--- config.mk ---
export PLATFORM = sky130hd
export DESIGN_NAME = wav_pcm8_header_parser
export DESIGN_NICKNAME = d
export VERILOG_FILES = /design/src/wph_pkg.sv /design/src/wph_front.sv /design/src/wph_queue.sv /design/src/wph_back.sv /design/src/wav_pcm8_header_parser.sv
export SDC_FILE = /design/constraint.sdc
export NUM_CORES = 1
export LEC_CHECK = 0
export BUFFER_PORTS_ARGS = -buffer_cell sky130_fd_sc_hd__buf_2
export CORE_ASPECT_RATIO = 1.75
export CORE_MARGIN = 10
export CORE_UTILIZATION = 57
export DETAILED_ROUTE_END_ITERATION = 10
export PLACE_DENSITY = 0.78
export SYNTH_ARGS = -nofsm -noshare
export SYNTH_HDL_FRONTEND = slang
export SYNTH_SLANG_ARGS = --single-unit
--- constraint.sdc ---
create_clock -name clk -period 4.2 [get_ports clk]
set_clock_uncertainty 0.05 [all_clocks]
set_input_delay 0.84 -clock clk [delete_from_list [all_inputs] [get_ports clk]]
set_output_delay 0.84 -clock clk [all_outputs]
set_load 0.005 [all_outputs]
--- src/wph_pkg.sv ---
// ----------------------------------------------------------------------------
// wph_pkg
// Shared types and constants of the WAV 8-bit PCM header parser.
// ----------------------------------------------------------------------------
package wph_pkg;

  // result kinds
  localparam logic [1:0] KIND_HEADER = 2'd0;
  localparam logic [1:0] KIND_SAMPLE = 2'd1;
  localparam logic [1:0] KIND_BAD    = 2'd2;
  localparam logic [1:0] KIND_IGNORE = 2'd3;

  // "RIFF", four length bytes, "WAVE", "fmt " with byte 0 in the low bits
  localparam logic [127:0] MAGIC_TEXT = 128'h2074_6d66_4556_4157_0000_0000_4646_4952;
  // "data" with byte 0 in the low bits
  localparam logic [31:0]  DATA_TEXT  = 32'h6174_6164;

  // classified input byte travelling from front to back
  typedef struct packed {
    logic [7:0]  data_byte;
    logic        new_file;
    logic [15:0] magic_hit;
    logic [3:0]  data_hit;
  } item_t;

endpackage

--- src/wph_front.sv ---
// ----------------------------------------------------------------------------
// wph_front
// Accepts file bytes and matches each against the magic and chunk id text.
// ----------------------------------------------------------------------------
module wph_front (
  input  logic              s_axis_tvalid,
  output logic              s_axis_tready,
  input  logic [7:0]        s_axis_tdata,  // data_byte
  input  logic [0:0]        s_axis_tuser,  // new_file
  input  logic              queue_ready,
  output logic              push,
  output wph_pkg::item_t    push_item
);
  import wph_pkg::*;

  always_comb begin
    push_item.data_byte = s_axis_tdata;
    push_item.new_file  = s_axis_tuser[0];
    for (int i = 0; i < 16; i++) begin
      push_item.magic_hit[i] = (s_axis_tdata == MAGIC_TEXT[8*i +: 8]);
    end
    for (int i = 0; i < 4; i++) begin
      push_item.data_hit[i] = (s_axis_tdata == DATA_TEXT[8*i +: 8]);
    end
  end

  assign s_axis_tready = queue_ready;
  assign push          = s_axis_tvalid && queue_ready;

endmodule

--- src/wph_queue.sv ---
// ----------------------------------------------------------------------------
// wph_queue
// Short queue of classified bytes between front and back.
// ----------------------------------------------------------------------------
module wph_queue #(
  parameter int DEPTH = 2
) (
  input  logic           clk,
  input  logic           rst,
  input  logic           push,
  input  wph_pkg::item_t push_item,
  output logic           in_ready,
  input  logic           pop,
  output wph_pkg::item_t pop_item,
  output logic           out_valid
);
  import wph_pkg::*;

  localparam int PW = $clog2(DEPTH);
  localparam int CW = $clog2(DEPTH + 1);
  localparam logic [PW-1:0] LAST_SLOT = PW'(DEPTH - 1);

  item_t         mem [DEPTH];
  logic [PW-1:0] wr_ptr;
  logic [PW-1:0] rd_ptr;
  logic [CW-1:0] count;

  assign in_ready  = (count != CW'(DEPTH));
  assign out_valid = (count != '0);
  assign pop_item  = mem[rd_ptr];

  always_ff @(posedge clk) begin
    if (push) begin
      mem[wr_ptr] <= push_item;
    end
  end

  always_ff @(posedge clk) begin
    if (rst) begin
      wr_ptr <= '0;
      rd_ptr <= '0;
      count  <= '0;
    end else begin
      if (push) begin
        wr_ptr <= (wr_ptr == LAST_SLOT) ? '0 : wr_ptr + 1'b1;
      end
      if (pop) begin
        rd_ptr <= (rd_ptr == LAST_SLOT) ? '0 : rd_ptr + 1'b1;
      end
      if (push && !pop) begin
        count <= count + 1'b1;
      end else if (pop && !push) begin
        count <= count - 1'b1;
      end
    end
  end

endmodule

--- src/wph_back.sv ---
// ----------------------------------------------------------------------------
// wph_back
// Header parser state machine and registered result stage.
// ----------------------------------------------------------------------------
module wph_back (
  input  logic           clk,
  input  logic           rst,
  input  logic           item_valid,
  input  wph_pkg::item_t item,
  output logic           pop,
  output logic           m_axis_tvalid,
  input  logic           m_axis_tready,
  output logic [71:0]    m_axis_tdata,  // sample, sample_rate, data_length
  output logic [1:0]     m_axis_tuser,  // kind
  output logic           m_axis_tlast   // last_sample
);
  import wph_pkg::*;

  localparam logic [2:0] PH_HEADER    = 3'd0;
  localparam logic [2:0] PH_SKIP      = 3'd1;
  localparam logic [2:0] PH_CHUNK_ID  = 3'd2;
  localparam logic [2:0] PH_CHUNK_LEN = 3'd3;
  localparam logic [2:0] PH_DATA_LEN  = 3'd4;
  localparam logic [2:0] PH_SAMPLES   = 3'd5;
  localparam logic [2:0] PH_ERROR     = 3'd6;
  localparam logic [2:0] PH_DONE      = 3'd7;

  function automatic logic [31:0] take_byte(input logic [31:0] acc, input logic [7:0] b,
                                            input logic [1:0] off);
    logic [31:0] r;
    case (off)
      2'd0:    r = {24'd0, b};
      2'd1:    r = acc | {16'd0, b, 8'd0};
      2'd2:    r = acc | {8'd0, b, 16'd0};
      default: r = acc | {b, 24'd0};
    endcase
    return r;
  endfunction

  logic [2:0]  phase, phase_next;
  logic [1:0]  bpos, bpos_next;
  logic [31:0] acc, acc_next;
  logic        inv, inv_next;
  logic [31:0] rate, rate_next;
  logic [31:0] len, len_next;
  logic [31:0] cnt, cnt_next;

  logic [2:0]  c_phase;
  logic [1:0]  c_bpos;
  logic [31:0] c_acc;
  logic        c_inv;
  logic [31:0] c_rate;
  logic [31:0] c_len;
  logic [31:0] c_cnt;
  logic [31:0] cnt_dec;
  logic [31:0] acc_v;
  logic        inv_v;
  logic [5:0]  p;
  logic [1:0]  off;
  logic [1:0]  kind_c;
  logic [7:0]  smp_c;
  logic        last_c;
  logic [31:0] dlen_c;

  assign pop = item_valid && (!m_axis_tvalid || m_axis_tready);

  always_comb begin
    c_phase = item.new_file ? PH_HEADER : phase;
    c_bpos  = item.new_file ? 2'd0  : bpos;
    c_acc   = item.new_file ? 32'd0 : acc;
    c_inv   = item.new_file ? 1'b0  : inv;
    c_rate  = item.new_file ? 32'd0 : rate;
    c_len   = item.new_file ? 32'd0 : len;
    c_cnt   = item.new_file ? 32'd0 : cnt;

    phase_next = c_phase;
    bpos_next  = c_bpos;
    acc_next   = c_acc;
    inv_next   = c_inv;
    rate_next  = c_rate;
    len_next   = c_len;
    cnt_next   = c_cnt;

    cnt_dec = c_cnt - 32'd1;
    p       = c_cnt[5:0];
    off     = ((p < 6'd20) || ((p >= 6'd24) && (p < 6'd32))) ? p[1:0] : {1'b0, p[0]};
    acc_v   = '0;
    inv_v   = c_inv;
    kind_c  = KIND_HEADER;
    smp_c   = 8'd0;
    last_c  = 1'b0;

    case (c_phase)
      PH_HEADER: begin
        if (p < 6'd16) begin
          inv_v    = c_inv | (((p < 6'd4) || (p >= 6'd8)) && !item.magic_hit[p[3:0]]);
          inv_next = inv_v;
          if ((p == 6'd15) && inv_v) begin
            phase_next = PH_ERROR;
            kind_c     = KIND_BAD;
          end else begin
            cnt_next = c_cnt + 32'd1;
          end
        end else begin
          acc_v    = take_byte(c_acc, item.data_byte, off);
          acc_next = acc_v;
          cnt_next = c_cnt + 32'd1;
          case (p)
            6'd19: len_next = acc_v;
            6'd21, 6'd23, 6'd33: begin
              if (acc_v != 32'd1) inv_next = 1'b1;
            end
            6'd27: rate_next = acc_v;
            6'd31: begin
              if (acc_v != c_rate) inv_next = 1'b1;
            end
            6'd35: begin
              inv_v    = c_inv | (acc_v != 32'd8);
              inv_next = inv_v;
              if (inv_v) begin
                phase_next = PH_ERROR;
                kind_c     = KIND_BAD;
                cnt_next   = c_cnt;
              end else begin
                if (!c_len[31] && (c_len > 32'd16)) begin
                  cnt_next   = c_len - 32'd16;
                  phase_next = PH_SKIP;
                end else begin
                  cnt_next   = 32'd0;
                  phase_next = PH_CHUNK_ID;
                end
                len_next  = 32'd0;
                bpos_next = 2'd0;
              end
            end
            default: ;
          endcase
        end
      end
      PH_SKIP: begin
        cnt_next = cnt_dec;
        if (cnt_dec == 32'd0) begin
          phase_next = PH_CHUNK_ID;
          bpos_next  = 2'd0;
        end
      end
      PH_CHUNK_ID: begin
        inv_v = c_inv | !item.data_hit[c_bpos];
        if (c_bpos == 2'd3) begin
          phase_next = inv_v ? PH_CHUNK_LEN : PH_DATA_LEN;
          inv_next   = 1'b0;
          bpos_next  = 2'd0;
        end else begin
          inv_next  = inv_v;
          bpos_next = c_bpos + 2'd1;
        end
      end
      PH_CHUNK_LEN: begin
        acc_v    = take_byte(c_acc, item.data_byte, c_bpos);
        acc_next = acc_v;
        if (c_bpos == 2'd3) begin
          bpos_next  = 2'd0;
          cnt_next   = acc_v;
          phase_next = (acc_v == 32'd0) ? PH_CHUNK_ID : PH_SKIP;
        end else begin
          bpos_next = c_bpos + 2'd1;
        end
      end
      PH_DATA_LEN: begin
        acc_v    = take_byte(c_acc, item.data_byte, c_bpos);
        acc_next = acc_v;
        if (c_bpos == 2'd3) begin
          bpos_next  = 2'd0;
          len_next   = acc_v;
          cnt_next   = acc_v;
          phase_next = (acc_v == 32'd0) ? PH_DONE : PH_SAMPLES;
        end else begin
          bpos_next = c_bpos + 2'd1;
        end
      end
      PH_SAMPLES: begin
        kind_c   = KIND_SAMPLE;
        smp_c    = item.data_byte;
        cnt_next = cnt_dec;
        if (cnt_dec == 32'd0) begin
          last_c     = 1'b1;
          phase_next = PH_DONE;
        end
      end
      PH_ERROR: kind_c = KIND_BAD;
      default:  kind_c = KIND_IGNORE;
    endcase

    dlen_c = ((phase_next == PH_SAMPLES) || (phase_next == PH_DONE)) ? len_next : 32'd0;
  end

  always_ff @(posedge clk) begin
    if (rst) begin
      phase <= PH_HEADER;
      bpos  <= 2'd0;
      acc   <= 32'd0;
      inv   <= 1'b0;
      rate  <= 32'd0;
      len   <= 32'd0;
      cnt   <= 32'd0;
    end else if (pop) begin
      phase <= phase_next;
      bpos  <= bpos_next;
      acc   <= acc_next;
      inv   <= inv_next;
      rate  <= rate_next;
      len   <= len_next;
      cnt   <= cnt_next;
    end
  end

  always_ff @(posedge clk) begin
    if (rst) begin
      m_axis_tvalid <= 1'b0;
    end else if (pop) begin
      m_axis_tvalid <= 1'b1;
    end else if (m_axis_tready) begin
      m_axis_tvalid <= 1'b0;
    end
  end

  always_ff @(posedge clk) begin
    if (pop) begin
      m_axis_tdata <= {dlen_c, rate_next, smp_c};
      m_axis_tuser <= kind_c;
      m_axis_tlast <= last_c;
    end
  end

  // a marked last transfer is always a sample
  a_last_is_sample: assert property (@(posedge clk) disable iff (rst)
    (m_axis_tvalid && m_axis_tlast) |-> (m_axis_tuser == KIND_SAMPLE))
    else $error("last marked on a non-sample result");

  // while streaming samples some bytes are always left
  a_samples_left: assert property (@(posedge clk) disable iff (rst)
    (phase == PH_SAMPLES) |-> (cnt != 32'd0))
    else $error("sample phase with no bytes left");

  // fixed header offset stays inside the 36-byte header
  a_header_offset: assert property (@(posedge clk) disable iff (rst)
    (phase == PH_HEADER) |-> (cnt < 32'd36))
    else $error("header offset out of range");

  // error phase is sticky until a new file starts
  a_error_sticky: assert property (@(posedge clk) disable iff (rst)
    (pop && (phase == PH_ERROR) && !item.new_file) |=> (phase == PH_ERROR))
    else $error("left error phase without new file");

endmodule

--- src/wav_pcm8_header_parser.sv ---
// each byte is written into the queue, then popped by the back stage, which registers its result on the output
// throughput: one byte per cycle while the output is not stalled; the back stage parses each byte as it pops it
// a 2-entry queue lets the front take one more byte while the output is stalled
// reset: synchronous rst returns to the RIFF magic check, no clearing pass
// new_file on a byte restarts parsing from that byte
// ----------------------------------------------------------------------------
// wav_pcm8_header_parser
// Byte-serial WAV parser for mono 8-bit PCM: checks the header, skips chunks
// and streams the data chunk as samples.
// ----------------------------------------------------------------------------
module wav_pcm8_header_parser #(
  parameter int QUEUE_DEPTH = 2
) (
  input  logic        clk,
  input  logic        rst,
  input  logic        s_axis_tvalid,
  output logic        s_axis_tready,
  input  logic [7:0]  s_axis_tdata,  // data_byte
  input  logic [0:0]  s_axis_tuser,  // new_file
  output logic        m_axis_tvalid,
  input  logic        m_axis_tready,
  output logic [71:0] m_axis_tdata,  // sample[7:0], sample_rate[39:8], data_length[71:40]
  output logic [1:0]  m_axis_tuser,  // kind
  output logic        m_axis_tlast   // last_sample
);
  import wph_pkg::*;

  logic  push;
  logic  queue_ready;
  item_t push_item;
  logic  pop;
  logic  queue_valid;
  item_t pop_item;

  wph_front u_front (
    .s_axis_tvalid (s_axis_tvalid),
    .s_axis_tready (s_axis_tready),
    .s_axis_tdata  (s_axis_tdata),
    .s_axis_tuser  (s_axis_tuser),
    .queue_ready   (queue_ready),
    .push          (push),
    .push_item     (push_item)
  );

  wph_queue #(
    .DEPTH (QUEUE_DEPTH)
  ) u_queue (
    .clk       (clk),
    .rst       (rst),
    .push      (push),
    .push_item (push_item),
    .in_ready  (queue_ready),
    .pop       (pop),
    .pop_item  (pop_item),
    .out_valid (queue_valid)
  );

  wph_back u_back (
    .clk           (clk),
    .rst           (rst),
    .item_valid    (queue_valid),
    .item          (pop_item),
    .pop           (pop),
    .m_axis_tvalid (m_axis_tvalid),
    .m_axis_tready (m_axis_tready),
    .m_axis_tdata  (m_axis_tdata),
    .m_axis_tuser  (m_axis_tuser),
    .m_axis_tlast  (m_axis_tlast)
  );

endmodule

==> results <==
- Counting flops with an async set or reset pin after synthesis yields a share of 0%.
- The final global-route overflow total is 0.
- After detailed routing, the average wire length per cell comes to 33.8 um.
- The first-pass GRT wire length is 133000 um.
- After clock tree synthesis, the repair step resized 0 gates.
- The pin slew with the least headroom to its limit is around 1400 ps.
- For this run, the total global-route usage over all layers was measured as between 40% and 50%.
- The internal power consumption is 0.00774 W.
- After the last flow step, the layout net total stands at approximately 2300.
- The root buffer cell chosen for the clock tree is clkbuf_16.
- The number of antenna violations at the first check in global routing was 9.
- The required time of the critical path is 4600 ps.
- The largest fanout on the critical path is 38.
- The post-synthesis instance total is between 2000 and 2500.
- The flow ran to the end, and the final reports show no timing, DRC or antenna violations.
- The count of flip-flops with a built-in enable after synthesis is between 100 and 150.
- The count of hold-fix buffers inserted at cts is 0.
- The number of buffers on the longest clock path is 3.
- Each instance of the synthesized netlist takes up on average a little over 8 um2.
- The type of the worst setup path is flop to flop.
- The initial utilization of the core area, before any placement, comes to 57.5%.
- At the end of routability-driven placement, the weighted congestion stood at ~1.1.
- The cell total after placement is approximately 2700.
- The switching power is between 0.008 and 0.009 W.
- In this run, CTS created clock tree buffers numbering 26.
- Counting distinct cell types in the post-synthesis netlist gives 100.
- The clock network fraction of total power is about 16%.
- The relative slew slack is roughly 5.8%.
- The height of the die is 256 um.
- The proportion of synthesized chip area in sequential cells is between 30 and 40%.
- The number of global-route vias before repair is a little under 20000.
- Combinational cells account for between 50% and 60% of the total power.
- After synthesis the netlist holds a flip-flop and latch count of 261.
- The final critical path time including I/O delays and setup is approximately 4100 ps.
- Timing would allow up to about 240 MHz.
- TritonCTS built the clock tree.
- Registers are responsible for between 20% and 30% of the overall power.
- The number of pins exceeding their max-slew limit in the final report is 0.
- Net switching is 52.0% of the power.
- The width of the die is between 150 and 200 um.
- The cell area that synthesis handed to floorplanning was 18100 um2.
- The count of cells in the finished layout, fillers not included, comes to ~2700.
- The remaining routing DRC violations is 0.
- The die covers 39500 um2.
- The post-route core utilization is 64.7%.
- The worst setup path is captured at a flop.
- In this run the worst hold path is classified as input pin to flop.
- The proportion of layout cells with a drive suffix above 1 is about 17%.
- In this run, the number of DRC markers left after iteration 0 of detailed routing was between 3000 and 4000.
- For this design the static power due to leakage is just over 7 nW.
- The number of sinks driven by the clock tree is between 200 and 300.
- The total power consumption of the routed design is around 0.016 W.
- The half-perimeter wire length of the detailed placement result is roughly 64000 um.
- Row generation in the floorplan step produced 86 rows.
- The maximum number of pins on one net before global-route repair is 122.
- Setup repair after global routing could not meet its margin everywhere.
- During synthesis, Yosys emitted a total of 0 warnings.
- Hold timing on the final database bottoms out at a slack of roughly 440 ps.
- The largest voltage drop on the vdd net is approximately 0.57 mV.
- Using the TritonRoute via totals, the vias-per-cell ratio works out to around 7.7.
- STA classifies the critical path startpoint as a flop.
- The level count of the clock H-tree is 1.
- The hold violation count in the final report is 0.
- Setup violations remaining at the end of the flow were counted as 0.
- The synthesized net count is 2263.
- The post-CTS setup repair buffer count is 0.
- After layout, the worst path uses 97.3% of the clock period.
- The core region area is 31400 um2.
- The data arrival time of the critical path is 4490 ps.
- Compared with the post-synthesis result, the final layout area differs by 12.5%.
- 90 I/O pins were placed.
- Max-cap violations in this run came to 0.
- The number of nets with antenna violations after detailed routing is 0.
- The number of I/O port buffers is 89.
- The total vias in the final route is between 20000 and 25000.
- The later pin in the worst-skew pair is clocked with a latency of approximately 600 ps.
- The flip-flop cell with the highest count after synthesis is dfxtp_1.
- The clock-pin transition on the worst setup and hold timing paths is around 70 ps.
- The areal power density over the cells is between 700 and 800 nW/um2.
- After detailed routing, the total wire length is just over 90000 um.
- The number of iterations in the first detailed-routing pass is 7.
[metal layers]
layer  track usage (%)  share of wire [%]  vias to the layer above
met5                 0              0.047                        -
met4              36.7                 11                        8
met3              13.7                 13                      633
met2              68.6                 44                     1905
met1              49.1                 31                     9738
li1                  -                  -                     8591
[path summary, 6_finish.rpt]
path	slack (ps)	to	startpoint	cells after the start
worst max-delay path	110	u_back.cnt[3]	flop	11
worst min-delay path	440	u_queue.mem[1][20]	s_axis_tuser	1
worst max register to register	110	u_back.cnt[3]	flop	11
worst min register to register	470	u_back.rate[3]	u_back.rate[3]	2
[registers in the layout (all words and copies together), names as in the netlist, 2 cells and up, named ones only]
name / flops
u_back.m_axis_tdata: 72
u_queue.mem: 46
u_back.acc: 32
u_back.cnt: 32
u_back.len: 32
u_back.rate: 32
u_back.phase: 3
u_back.bpos: 2
u_back.m_axis_tuser: 2
u_queue.count: 2
[synth_stat cells, types with 22 or more instances]
cell type / number / area share [%]
edfxtp_1: 121 / 20
o21ai_0: 140 / 3.9
inv_1: 23 / 0.48
buf_1: 22 / 0.46
a22oi_1: 56 / 2.3
clkbuf_1: 152 / 3.2
buf_2: 22 / 0.61
a211oi_1: 38 / 1.6
nand2_1: 202 / 4.2
nand2b_1: 23 / 0.80
o22ai_1: 42 / 1.5
xor2_1: 38 / 1.8
a21oi_1: 201 / 5.6
nand3_1: 62 / 1.7
dfxtp_1: 140 / 16
a31oi_1: 31 / 1.1
mux2i_1: 42 / 2.3
nor2_1: 290 / 6.0
o211ai_1: 22 / 0.91
nor3_1: 66 / 1.8
nor4_1: 31 / 1.1
nand4_1: 25 / 0.87
o221ai_1: 22 / 1.1
xnor2_1: 26 / 1.3
[through the flow]
stage | area (um2) | worst slack, ps | TNS [ps]
6_report | 20300 | 114 | 0
5_1_grt | 20300 | -42.6 | -42.6
4_1_cts | 20300 | 215 | 0
3_5_place_dp | 19400 | 233 | 0
3_3_place_gp | 19400 | 389 | 0
2_1_floorplan | 18100 | 6.14 | 0
[layout make-up]
cell class              count  area (um2)
diodes                      3        7.51
repair buffers            244        1640
clock buffers              34         722
inverters                  25        98.8
well taps                 396         495
clock inverters            14         161
fillers                  2617       11100
multi-input cells        1748       10800
flip-flops and latches    261        6440
[cells in the final DEF (no fill, tap or decap), drive strengths merged, types with 10 or more instances in the layout]
master,n
a2111oi,10
a211oi,39
a21o,14
a21oi,203
a221oi,11
a22oi,56
a311oi,11
a31o,20
a31oi,32
a32oi,15
and3,15
buf,244
clkbuf,34
dfxtp,140
edfxtp,121
ha,12
inv,29
mux2,20
mux2i,48
nand2,202
nand2b,23
nand3,62
nand4,26
nand4b,12
nor2,291
nor2b,15
nor3,71
nor4,37
o211a,13
o211ai,23
o21ai,157
o221ai,22
o22ai,42
o31ai,14
or3,17
or4,14
xnor2,26
xor2,38
[power groups by stage]
stage               clock network [W]  registers, W  logic (W)
CTS                           0.00249       0.00420    0.00875
global placement                    0       0.00421    0.00862
floorplan                           0       0.00386    0.00574
finish                        0.00251       0.00427    0.00936
detailed placement                  0       0.00424    0.00871
global route                  0.00256       0.00430    0.00973
[critical path: stages, from the launching register on]
cell and delay, ps:
dfxtp_2 370, buf_4 480, mux4_2 600, mux2_2 280, nand4_1 100, o221ai_1 150, o21ai_1 610, nand2_1 260
nor2_1 350, buf_4 230, o21ai_0 110, a221oi_1 370
[cells by family after synthesis]
logic type | count (synthesis) | synth area share [%]
AND/OR/NAND/NOR | 839 | 22.9
AO/OA/AOI/OAI | 761 | 27.9
flip-flops | 261 | 35.6
buffers and inverters | 229 | 5.16
multiplexers | 71 | 4.44
XOR/XNOR | 64 | 3.10
adder cells (fa/ha/maj) | 13 | 0.893
No activity file was read; power rests on OpenSTA's default activity.
